$ cat config.mk
export PLATFORM = sky130hd
export DESIGN_NAME = epoch_seconds_to_civil_time
export DESIGN_NICKNAME = d
export VERILOG_FILES = /design/src/rtl/core/ecv_pkg.sv /design/src/rtl/core/ecv_split.sv /design/src/rtl/core/ecv_date.sv /design/src/rtl/core/ecv_tod.sv /design/src/rtl/core/ecv_skid.sv /design/src/rtl/core/epoch_seconds_to_civil_time.sv
export SDC_FILE = /design/constraint.sdc
export NUM_CORES = 2
export LEC_CHECK = 0
export BUFFER_PORTS_ARGS = -buffer_cell sky130_fd_sc_hd__buf_2
export CAP_MARGIN = 10
export CORE_MARGIN = 10
export CORE_UTILIZATION = 34
export DETAILED_ROUTE_END_ITERATION = 6
export HOLD_SLACK_MARGIN = 0.03
export MAX_ROUTING_LAYER = met4
export PLACE_DENSITY_LB_ADDON = 0.1
export SETUP_SLACK_MARGIN = 0.05
export SYNTH_ARGS = -nofsm -noshare
export SYNTH_HDL_FRONTEND = slang
export SYNTH_SLANG_ARGS = --single-unit
$ cat constraint.sdc
create_clock -name clk -period 12.9 [get_ports clk]
set_input_delay 2.58 -clock clk [delete_from_list [all_inputs] [get_ports clk]]
set_output_delay 2.58 -clock clk [all_outputs]
set_load 0.03 [all_outputs]
$ cat src/rtl/core/ecv_pkg.sv
// shared types, widths and constants for the epoch seconds to civil time block
// no dependencies; imported by every module under rtl/core
package ecv_pkg;

  localparam int SECS_W   = 39;
  localparam int WDAY_W   = 23;
  localparam int TOD_W    = 17;
  localparam int YEAR_W   = 14;
  localparam int MONTH_W  = 4;
  localparam int DAY_W    = 5;
  localparam int HOUR_W   = 5;
  localparam int MINUTE_W = 6;
  localparam int SECOND_W = 6;

  // split of seconds into days: 86400 = 128 * 675
  localparam logic [32:0] SPLIT_BIAS = 33'd2147511825;  // 675 * 3181499
  localparam logic [23:0] RECIP_675  = 24'd12725829;    // floor(2^33 / 675)
  localparam int          RECIP_675_SH = 33;
  // day count biased by 719468 and by 17 eras, minus the split bias quotient
  localparam logic [22:0] WDAY_BIAS  = 23'd21618;
  localparam logic [15:0] ERA_OFFSET = 16'd6800;        // 17 eras of 400 years

  localparam logic [17:0] DAYS_PER_ERA = 18'd146097;
  localparam logic [5:0]  RECIP_ERA    = 6'd57;         // floor(2^23 / 146097)
  localparam logic [7:0]  RECIP_1460   = 8'd179;        // floor(2^18 / 1460)
  localparam logic [2:0]  RECIP_36524  = 3'd7;          // floor(2^18 / 36524)
  localparam logic [9:0]  RECIP_365    = 10'd718;       // floor(2^18 / 365)
  localparam logic [5:0]  RECIP_3600   = 6'd36;         // floor(2^17 / 3600)
  localparam logic [6:0]  RECIP_60     = 7'd68;         // floor(2^12 / 60)
  localparam logic [15:0] YEAR_MAX     = 16'd9999;

  localparam int DATE_STAGES = 9;
  localparam int TOD_STAGES  = 4;
  localparam int TOD_PAD     = DATE_STAGES - TOD_STAGES;

  typedef struct packed {
    logic [YEAR_W-1:0]  year;
    logic [MONTH_W-1:0] month;
    logic [DAY_W-1:0]   day;
    logic               out_of_range;
  } date_t;

  typedef struct packed {
    logic [HOUR_W-1:0]   hour;
    logic [MINUTE_W-1:0] minute;
    logic [SECOND_W-1:0] second;
  } tod_t;

  typedef struct packed {
    date_t date;
    tod_t  tod;
  } result_t;

  // first day of each month in a march-based year
  function automatic logic [8:0] month_start(input logic [3:0] mp);
    logic [8:0] s;
    case (mp)
      4'd0:    s = 9'd0;
      4'd1:    s = 9'd31;
      4'd2:    s = 9'd61;
      4'd3:    s = 9'd92;
      4'd4:    s = 9'd122;
      4'd5:    s = 9'd153;
      4'd6:    s = 9'd184;
      4'd7:    s = 9'd214;
      4'd8:    s = 9'd245;
      4'd9:    s = 9'd275;
      4'd10:   s = 9'd306;
      4'd11:   s = 9'd337;
      default: s = 9'd0;
    endcase
    return s;
  endfunction

endpackage

$ cat src/rtl/core/ecv_split.sv
// three stage floor split of signed seconds into a biased day count and second of day
// depends on ecv_pkg
module ecv_split (
  input  logic                         clk,
  input  logic                         rst_n,
  input  logic                         en,
  input  logic                         in_valid,
  input  logic [ecv_pkg::SECS_W-1:0]   secs,
  output logic                         out_valid,
  output logic [ecv_pkg::WDAY_W-1:0]   wday,
  output logic [ecv_pkg::TOD_W-1:0]    tod
);
  import ecv_pkg::*;

  logic [2:0]  v_r;
  logic [32:0] u1_r, u2_r;
  logic [6:0]  lo1_r, lo2_r;
  logic [23:0] q2_r;
  logic [WDAY_W-1:0] wday_r;
  logic [TOD_W-1:0]  tod_r;

  logic [32:0] u_nxt;
  logic [56:0] prod;
  logic [33:0] qm;
  logic [32:0] rfull;
  logic [10:0] rem;
  logic [23:0] q_fix;
  logic [9:0]  r_fix;

  // floor(t / 128) is an arithmetic shift, bias keeps the rest unsigned
  assign u_nxt = {secs[SECS_W-1], secs[SECS_W-1:7]} + SPLIT_BIAS;
  assign prod  = 57'(u1_r) * 57'(RECIP_675);
  assign qm    = 34'(q2_r) * 34'd675;
  assign rfull = u2_r - qm[32:0];
  assign rem   = rfull[10:0];

  always_comb begin
    if (rem >= 11'd675) begin
      q_fix = q2_r + 24'd1;
      r_fix = 10'(rem - 11'd675);
    end else begin
      q_fix = q2_r;
      r_fix = rem[9:0];
    end
  end

  always_ff @(posedge clk) begin
    if (!rst_n) begin
      v_r <= '0;
    end else if (en) begin
      v_r <= {v_r[1:0], in_valid};
    end
  end

  always_ff @(posedge clk) begin
    if (en) begin
      u1_r   <= u_nxt;
      lo1_r  <= secs[6:0];
      u2_r   <= u1_r;
      lo2_r  <= lo1_r;
      q2_r   <= prod[56:RECIP_675_SH];
      wday_r <= q_fix[WDAY_W-1:0] + WDAY_BIAS;
      tod_r  <= {r_fix, lo2_r};
    end
  end

  assign out_valid = v_r[2];
  assign wday      = wday_r;
  assign tod       = tod_r;

endmodule

$ cat src/rtl/core/ecv_date.sv
// nine stage civil-from-days pipeline: era, day of era, year of era, month and day
// depends on ecv_pkg
module ecv_date (
  input  logic                       clk,
  input  logic                       rst_n,
  input  logic                       en,
  input  logic                       in_valid,
  input  logic [ecv_pkg::WDAY_W-1:0] wday,
  output logic                       out_valid,
  output ecv_pkg::date_t             date
);
  import ecv_pkg::*;

  logic [DATE_STAGES-1:0] v_r;

  // stage 1: era estimate
  logic [WDAY_W-1:0] w1_r;
  logic [5:0]        e1_r;
  logic [28:0]       ep;
  // stage 2: era and day of era
  logic [5:0]  era2_r;
  logic [17:0] doe2_r;
  logic [23:0] em;
  logic [23:0] er;
  // stage 3: century and leap estimates
  logic [5:0]  era3_r;
  logic [17:0] doe3_r;
  logic [6:0]  a3_r;
  logic [2:0]  b3_r;
  logic [25:0] ap;
  logic [20:0] bp;
  // stage 4: leap corrected day count
  logic [5:0]  era4_r;
  logic [17:0] doe4_r, n4_r;
  logic [17:0] arem, brem;
  logic [17:0] a_fix, b_fix, c_fix;
  // stage 5: year of era estimate
  logic [5:0]  era5_r;
  logic [17:0] doe5_r, n5_r;
  logic [8:0]  y5_r;
  logic [27:0] yp;
  // stage 6: year of era
  logic [5:0]  era6_r;
  logic [17:0] doe6_r;
  logic [8:0]  yoe6_r;
  logic [17:0] yr;
  // stage 7: day of year
  logic [5:0]  era7_r;
  logic [8:0]  yoe7_r, doy7_r;
  logic [1:0]  cent;
  logic [17:0] ysub;
  logic [17:0] doy_full;
  // stage 8: march-based month
  logic [5:0]  era8_r;
  logic [8:0]  yoe8_r, doy8_r;
  logic [3:0]  mp8_r;
  logic [3:0]  mp_cnt;
  // stage 9: calendar fields
  date_t       date_r;
  logic [8:0]  dsub;
  logic [3:0]  m_nxt;
  logic        leap;
  logic [15:0] y_nxt;
  logic        oor;

  // era estimate is taken from the incoming day count so it lines up with w1_r
  assign ep = 29'(wday) * 29'(RECIP_ERA);
  assign em = 24'(e1_r) * 24'(DAYS_PER_ERA);
  assign er = 24'(w1_r) - em;

  assign ap = 26'(doe2_r) * 26'(RECIP_1460);
  assign bp = 21'(doe2_r) * 21'(RECIP_36524);

  assign arem  = doe3_r - 18'(a3_r * 18'd1460);
  assign brem  = doe3_r - 18'(b3_r * 18'd36524);
  assign a_fix = 18'(a3_r) + ((arem >= 18'd1460) ? 18'd1 : 18'd0);
  assign b_fix = 18'(b3_r) + ((brem >= 18'd36524) ? 18'd1 : 18'd0);
  assign c_fix = (doe3_r == 18'd146096) ? 18'd1 : 18'd0;

  assign yp = 28'(n4_r) * 28'(RECIP_365);
  assign yr = n5_r - 18'(y5_r * 18'd365);

  always_comb begin
    if (yoe6_r >= 9'd300) begin
      cent = 2'd3;
    end else if (yoe6_r >= 9'd200) begin
      cent = 2'd2;
    end else if (yoe6_r >= 9'd100) begin
      cent = 2'd1;
    end else begin
      cent = 2'd0;
    end
  end
  assign ysub     = 18'(yoe6_r * 18'd365) + 18'(yoe6_r[8:2]) - 18'(cent);
  assign doy_full = doe6_r - ysub;

  // month index counts the month starts already passed
  always_comb begin
    mp_cnt = '0;
    for (int k = 1; k < 12; k++) begin
      if (doy7_r >= month_start(4'(k))) begin
        mp_cnt = mp_cnt + 4'd1;
      end
    end
  end

  assign dsub  = doy8_r - month_start(mp8_r) + 9'd1;
  assign leap  = (mp8_r >= 4'd10);
  assign m_nxt = leap ? mp8_r - 4'd9 : mp8_r + 4'd3;
  assign y_nxt = 16'(yoe8_r) + 16'(era8_r * 15'd400) + 16'(leap) - ERA_OFFSET;
  assign oor   = y_nxt[15] || (y_nxt > YEAR_MAX);

  always_ff @(posedge clk) begin
    if (!rst_n) begin
      v_r <= '0;
    end else if (en) begin
      v_r <= {v_r[DATE_STAGES-2:0], in_valid};
    end
  end

  always_ff @(posedge clk) begin
    if (en) begin
      w1_r   <= wday;
      e1_r   <= ep[28:23];
      if (er >= 24'(DAYS_PER_ERA)) begin
        era2_r <= e1_r + 6'd1;
        doe2_r <= 18'(er - 24'(DAYS_PER_ERA));
      end else begin
        era2_r <= e1_r;
        doe2_r <= er[17:0];
      end
      era3_r <= era2_r;
      doe3_r <= doe2_r;
      a3_r   <= ap[24:18];
      b3_r   <= bp[20:18];
      era4_r <= era3_r;
      doe4_r <= doe3_r;
      n4_r   <= doe3_r - a_fix + b_fix - c_fix;
      era5_r <= era4_r;
      doe5_r <= doe4_r;
      n5_r   <= n4_r;
      y5_r   <= yp[26:18];
      era6_r <= era5_r;
      doe6_r <= doe5_r;
      yoe6_r <= (yr >= 18'd365) ? y5_r + 9'd1 : y5_r;
      era7_r <= era6_r;
      yoe7_r <= yoe6_r;
      doy7_r <= doy_full[8:0];
      era8_r <= era7_r;
      yoe8_r <= yoe7_r;
      doy8_r <= doy7_r;
      mp8_r  <= mp_cnt;
      if (oor) begin
        date_r <= '{year: '0, month: '0, day: '0, out_of_range: 1'b1};
      end else begin
        date_r <= '{year: y_nxt[YEAR_W-1:0], month: m_nxt, day: dsub[DAY_W-1:0],
                    out_of_range: 1'b0};
      end
    end
  end

  assign out_valid = v_r[DATE_STAGES-1];
  assign date      = date_r;

endmodule

$ cat src/rtl/core/ecv_tod.sv
// second of day to hour, minute and second, padded to the date pipeline depth
// depends on ecv_pkg
module ecv_tod (
  input  logic                      clk,
  input  logic                      en,
  input  logic [ecv_pkg::TOD_W-1:0] tod,
  output ecv_pkg::tod_t             hms
);
  import ecv_pkg::*;

  logic [TOD_W-1:0]  tod1_r;
  logic [4:0]        h1_r, h2_r, h3_r;
  logic [11:0]       rem2_r, rem3_r;
  logic [5:0]        m3_r;
  tod_t              calc_r;
  tod_t              pad_r [TOD_PAD];

  logic [22:0] hp;
  logic [16:0] hr;
  logic [18:0] mp;
  logic [11:0] sr;

  assign hp = 23'(tod) * 23'(RECIP_3600);
  assign hr = tod1_r - 17'(h1_r * 17'd3600);
  assign mp = 19'(rem2_r) * 19'(RECIP_60);
  assign sr = rem3_r - 12'(m3_r * 12'd60);

  always_ff @(posedge clk) begin
    if (en) begin
      tod1_r <= tod;
      h1_r   <= hp[21:17];
      if (hr >= 17'd3600) begin
        h2_r   <= h1_r + 5'd1;
        rem2_r <= 12'(hr - 17'd3600);
      end else begin
        h2_r   <= h1_r;
        rem2_r <= hr[11:0];
      end
      h3_r   <= h2_r;
      rem3_r <= rem2_r;
      m3_r   <= mp[17:12];
      if (sr >= 12'd60) begin
        calc_r <= '{hour: h3_r, minute: m3_r + 6'd1, second: 6'(sr - 12'd60)};
      end else begin
        calc_r <= '{hour: h3_r, minute: m3_r, second: sr[5:0]};
      end
      pad_r[0] <= calc_r;
      for (int k = 1; k < TOD_PAD; k++) begin
        pad_r[k] <= pad_r[k-1];
      end
    end
  end

  assign hms = pad_r[TOD_PAD-1];

endmodule

$ cat src/rtl/core/ecv_skid.sv
// output register with one skid entry, so the pipeline keeps moving while a result waits
// depends on ecv_pkg
module ecv_skid (
  input  logic                 clk,
  input  logic                 rst_n,
  input  logic                 in_valid,
  input  ecv_pkg::result_t     in_data,
  output logic                 full,
  output logic                 out_valid,
  input  logic                 out_ready,
  output ecv_pkg::result_t     out_data
);
  import ecv_pkg::*;

  logic    out_v_r, skid_v_r;
  result_t out_d_r, skid_d_r;

  always_ff @(posedge clk) begin
    if (!rst_n) begin
      out_v_r  <= 1'b0;
      skid_v_r <= 1'b0;
    end else if (!skid_v_r) begin
      if (!out_v_r || out_ready) begin
        out_v_r <= in_valid;
      end else if (in_valid) begin
        skid_v_r <= 1'b1;
      end
    end else if (out_ready) begin
      skid_v_r <= 1'b0;
    end
  end

  always_ff @(posedge clk) begin
    if (!skid_v_r) begin
      if (!out_v_r || out_ready) begin
        out_d_r <= in_data;
      end else begin
        skid_d_r <= in_data;
      end
    end else if (out_ready) begin
      out_d_r <= skid_d_r;
    end
  end

  assign full      = skid_v_r;
  assign out_valid = out_v_r;
  assign out_data  = out_d_r;

endmodule

$ cat src/rtl/core/epoch_seconds_to_civil_time.sv
// top level of the epoch seconds to civil time converter
// depends on ecv_pkg, ecv_split, ecv_date, ecv_tod and ecv_skid
//
// usage
// - in_* takes one request per cycle while in_tready is high: a signed 39-bit count
//   of seconds since 1970-01-01 00:00:00 utc in in_tdata[38:0]
// - out_* gives one result per request, in order: year, month, day, hour,
//   minute and second in out_tdata, the out-of-range flag in out_tuser
// - years below 0 or above 9999 raise the flag and zero year, month and day;
//   the time of day is still given
// - the path has 13 register stages: three split off the day count, nine form
//   the date path, one is the output register
// - one request per cycle enters while the skid entry is free; some stages hold
//   a constant multiplier together with a subtract and compare
// - when the receiver stalls the pending result is held and one more lands in
//   the skid entry; only then does the whole pipeline freeze and in_tready drop
// - in_tready depends on registered state only
// - synchronous active-low reset clears all valid bits, nothing else is kept
module epoch_seconds_to_civil_time (
  input  logic        clk,
  input  logic        rst_n,
  input  logic        in_tvalid,
  output logic        in_tready,
  input  logic [39:0] in_tdata,   // [38:0] epoch_seconds, [39] pad
  output logic        out_tvalid,
  input  logic        out_tready,
  output logic [39:0] out_tdata,  // [13:0] year, [17:14] month, [22:18] day,
                                  // [27:23] hour, [33:28] minute, [39:34] second
  output logic [0:0]  out_tuser   // [0] out_of_range
);
  import ecv_pkg::*;

  logic              en;
  logic              skid_full;
  logic              split_valid;
  logic [WDAY_W-1:0] wday;
  logic [TOD_W-1:0]  tod;
  logic              date_valid;
  date_t             date;
  tod_t              hms;
  result_t           res;
  result_t           out_res;

  // the pipeline advances whenever the skid entry is free
  assign en        = !skid_full;
  assign in_tready = en;

  ecv_split u_split (
    .clk       (clk),
    .rst_n     (rst_n),
    .en        (en),
    .in_valid  (in_tvalid),
    .secs      (in_tdata[SECS_W-1:0]),
    .out_valid (split_valid),
    .wday      (wday),
    .tod       (tod)
  );

  ecv_date u_date (
    .clk       (clk),
    .rst_n     (rst_n),
    .en        (en),
    .in_valid  (split_valid),
    .wday      (wday),
    .out_valid (date_valid),
    .date      (date)
  );

  // time of day runs beside the date path with the same depth
  ecv_tod u_tod (
    .clk (clk),
    .en  (en),
    .tod (tod),
    .hms (hms)
  );

  assign res = '{date: date, tod: hms};

  ecv_skid u_skid (
    .clk       (clk),
    .rst_n     (rst_n),
    .in_valid  (date_valid),
    .in_data   (res),
    .full      (skid_full),
    .out_valid (out_tvalid),
    .out_ready (out_tready),
    .out_data  (out_res)
  );

  assign out_tdata = {out_res.tod.second, out_res.tod.minute, out_res.tod.hour,
                      out_res.date.day, out_res.date.month, out_res.date.year};
  assign out_tuser = out_res.date.out_of_range;

`ifndef NO_ASSERTIONS
  // a filled skid entry always sits behind a pending result
  a_skid_behind_out: assert property (@(posedge clk) disable iff (!rst_n)
    skid_full |-> out_tvalid)
    else $error("skid entry filled without a pending result");

  // a flagged result carries no date
  a_oor_zero: assert property (@(posedge clk) disable iff (!rst_n)
    (out_tvalid && out_res.date.out_of_range) |->
      (out_res.date.year == '0 && out_res.date.month == '0 && out_res.date.day == '0))
    else $error("out-of-range result with nonzero date");

  // an in-range result has a month of 1 to 12, a nonzero day and a year of at most 9999
  a_date_legal: assert property (@(posedge clk) disable iff (!rst_n)
    (out_tvalid && !out_res.date.out_of_range) |->
      (out_res.date.month >= 4'd1 && out_res.date.month <= 4'd12 &&
       out_res.date.day >= 5'd1 && out_res.date.year <= 14'd9999))
    else $error("illegal calendar date");

  // time of day stays in range
  a_tod_legal: assert property (@(posedge clk) disable iff (!rst_n)
    out_tvalid |-> (out_res.tod.hour <= 5'd23 && out_res.tod.minute <= 6'd59 &&
                    out_res.tod.second <= 6'd59))
    else $error("illegal time of day");
`endif

endmodule
==> out/metrics.cfg <==
[timing]
period_share_pct=77.6
setup_tns_ps=0
fin_skew_ps=57.9
hold_viol=0
rsz0062_at_grt=no
worst_pin_slew_ps=1030
setup_violations=0
slew_viol_final=0
fmaxAchievable_mhz=99.9
layout_min_cycle_time_ps=10010
relSlewSlack_pct=31.3

[clock_network]
numCtsBuffers=83
clock_path_buffers=3
root_buffer=clkbuf_16
insertion_delay_ps=720
clk_pin_slew_ps=60
post_cts_buffers=0
htree_levels=3
cts_resized=0
cts_hold_buf=0
cts_tree=done
clock_sinks=644

[synth]
yosys_warnings=0
synthTopCellsByArea=edfxtp_1 32%, ha_1 22%, fa_1 18%, inv_1 6.4%, xnor2_1 3.7%
ys_seq_elements=644
synth-main-ff-cell=edfxtp_1
synthDistinctLibCells=110
synth_top_area_share_pct=32.0
synth_nets=6662
synth_area_um2=58600
synth_edf_count=625
synthCells=5058
ys_seq_area_share_pct=32.7
postSynthAreaPerCell_um2=11.6
yosys.area.top_type=edfxtp_1
async_flop_share_pct=0

[outcome]
status=finished clean

[setup_path]
crit_path_start_kind=register
rr_worst_depth=39
critPathArrivalTime_ps=10450
setup.worst_path.end=u_date.n4_r[16]
worstPathMaxFanout=5
cp_slowest_cell=edfxtp_1
worstSetupEndpointType=register
r2r_end=u_date.n4_r[16]
path_class=register to register
required_ps=13340
crit_start=u_date.a3_r[1]
cpPeakStageDelay_ps=530
r2r-start=u_date.a3_r[1]
r2r_slack_ps=2890

[detailed_routing]
dr_total_vias=34872
postRouteAntennaNets=0
drtIter0Drc=1303
drt-vias-per-instance=4.59
wl_per_cell_um=15.2
routed_wirelength_um=115000
drtPass1Iterations=5
drc=0

[die]
die_w_um=435
start_util_pct=34.1
die_area_um2=189000
row_count=152
dieHeight_um=435
core_area_um2=172000
io_pins=87

[cells_and_area]
utilization_pct=37.7
finalNonFillerCells=7592
final_cell_area_um2=64700
nets=6817
ff_latch_area_um2=19100
syn_to_final_growth_pct=10.5
multi_input_area_um2=35500
fill_cells=16951
drive_gt1_share_pct=6.78

[global_route]
antenna_found_initial=1
track_usage_pct=12.8
grt_max_degree=160
grt_pass1_vias=36991
grt_pass1_wl_um=194000
gr-total-overflow=0

[place]
dp_cells=7438
io_buffers=85
postPlaceCellArea_um2=61900
dp_hpwl_um=89800
gp_congestion=0.787

[min_path]
hold_class=register to register
worstHoldStart=u_date.yoe7_r[0]

[run]
maxCapViolCount=0

cell usage in the layout, fill, tap and decap left out, types with 23 or more instances in the layout:
cell | Yosys | layout
a21o_1 | 86 | 86
nand3_1 | 68 | 68
mux2i_1 | 25 | 25
buf_2 | 4 | 85
xnor2_1 | 249 | 249
and3_1 | 33 | 32
xor2_1 | 81 | 81
mux2_2 | 48 | 48
clkbuf_16 | 0 | 83
o21ai_0 | 138 | 137
nand2_1 | 155 | 155
edfxtp_1 | 625 | 625
a21boi_0 | 27 | 27
nor2b_1 | 61 | 61
nor2_1 | 192 | 192
o21a_1 | 36 | 36
fa_1 | 522 | 522
nand2b_1 | 32 | 32
a21oi_1 | 170 | 170
o21bai_1 | 23 | 23
inv_1 | 1005 | 1004
ha_1 | 1038 | 1038
nor3_1 | 54 | 54
layout make-up:
cell class,instances,area share [%]
multi-input cells,3374,54.8
clock inverters,56,1.07
repair buffers,103,0.905
inverters,1007,5.85
diodes,1,0.00387
clock buffers,97,3.29
well taps,2310,4.47
flip-flops and latches,644,29.6
Yosys cell counts (8+ instances only):
cell type	n
a21boi_0	27
clkbuf_1	19
edfxtp_1	625
xor2_1	81
a211oi_1	18
dfxtp_1	19
o21bai_1	23
nor4_1	9
nand3_1	68
and3_1	33
nand2b_1	32
o2111ai_1	11
o31ai_1	9
fa_1	522
nand4_1	21
nand2_1	155
o22ai_1	8
o21a_1	36
a2111oi_0	10
xnor2_1	249
or2_2	20
mux2_2	48
a21o_1	86
nor2b_1	61
o21ai_1	17
a31oi_1	21
ha_1	1038
mux2i_1	25
nor3b_1	12
nor3_1	54
inv_1	1005
o21ai_0	138
a21oi_1	170
and2_1	11
nor2_1	192
o211ai_1	19
registers in the layout, indices dropped and copies added (netlist names), 23 cells and up, named ones only:
signal	cells
u_tod.pad_r	85
u_skid.out_data	41
u_skid.skid_d_r	41
u_split.u1_r	33
u_date.date	24
u_date.w1_r	23
u_split.q2_r	23
u_split.wday	23
layer usage:
layer	up-vias	GRT usage (%)	wire (µm)
li1	17510	-	-
met4	0	2.63	2010
met3	110	1.80	2760
met5	-	-	0
met1	16988	16.8	55600
met2	264	21.2	54800
worst min-delay path by stage:
stage | end | slack (ps) | depth (start not counted)
after floorplan | u_date.doe5_r[0] | 400 | 0
after global placement | u_tod.pad_r[0][10] | 400 | 0
after detailed placement | u_date.doe5_r[2] | 400 | 0
after CTS | u_date.yoe8_r[0] | 370 | 0
after global routing | u_date.era8_r[1] | 390 | 0
final | u_date.yoe8_r[0] | 380 | 0
cell families (layout without fill, tap and decap cells):
group | count (synthesis) | count (layout) | synth area share [%]
adder cells (fa/ha/maj) | 1560 | 1560 | 40.0
multiplexers | 77 | 77 | 1.46
AND/OR/NAND/NOR | 710 | 710 | 5.97
other | 0 | 1 | 0
buffers and inverters | 1040 | 1263 | 6.77
flip-flops | 644 | 644 | 32.7
XOR/XNOR | 339 | 339 | 5.18
AO/OA/AOI/OAI | 688 | 688 | 7.90
critical path, delay by kind of cell, from the launching register on:
| family | cells | cell delay (ps) |
|---|---|---|
| adder cells (fa/ha/maj) | 11 | 4470 |
| AO/OA/AOI/OAI | 21 | 3650 |
| flip-flops | 1 | 530 |
| multiplexers | 2 | 490 |
| AND/OR/NAND/NOR | 2 | 310 |
| XOR/XNOR | 1 | 170 |
| buffers and inverters | 2 | 90 |
through the flow:
stage	hold WS (ps)	setup WS [ps]
floorplan	400	3310
global placement	400	2920
detailed placement	405	2820
CTS	374	2770
global route	390	1960
finish	377	2890
Power is not shown: default switching activity piles up to over one toggle a cycle in this logic, so the estimate is an artifact.
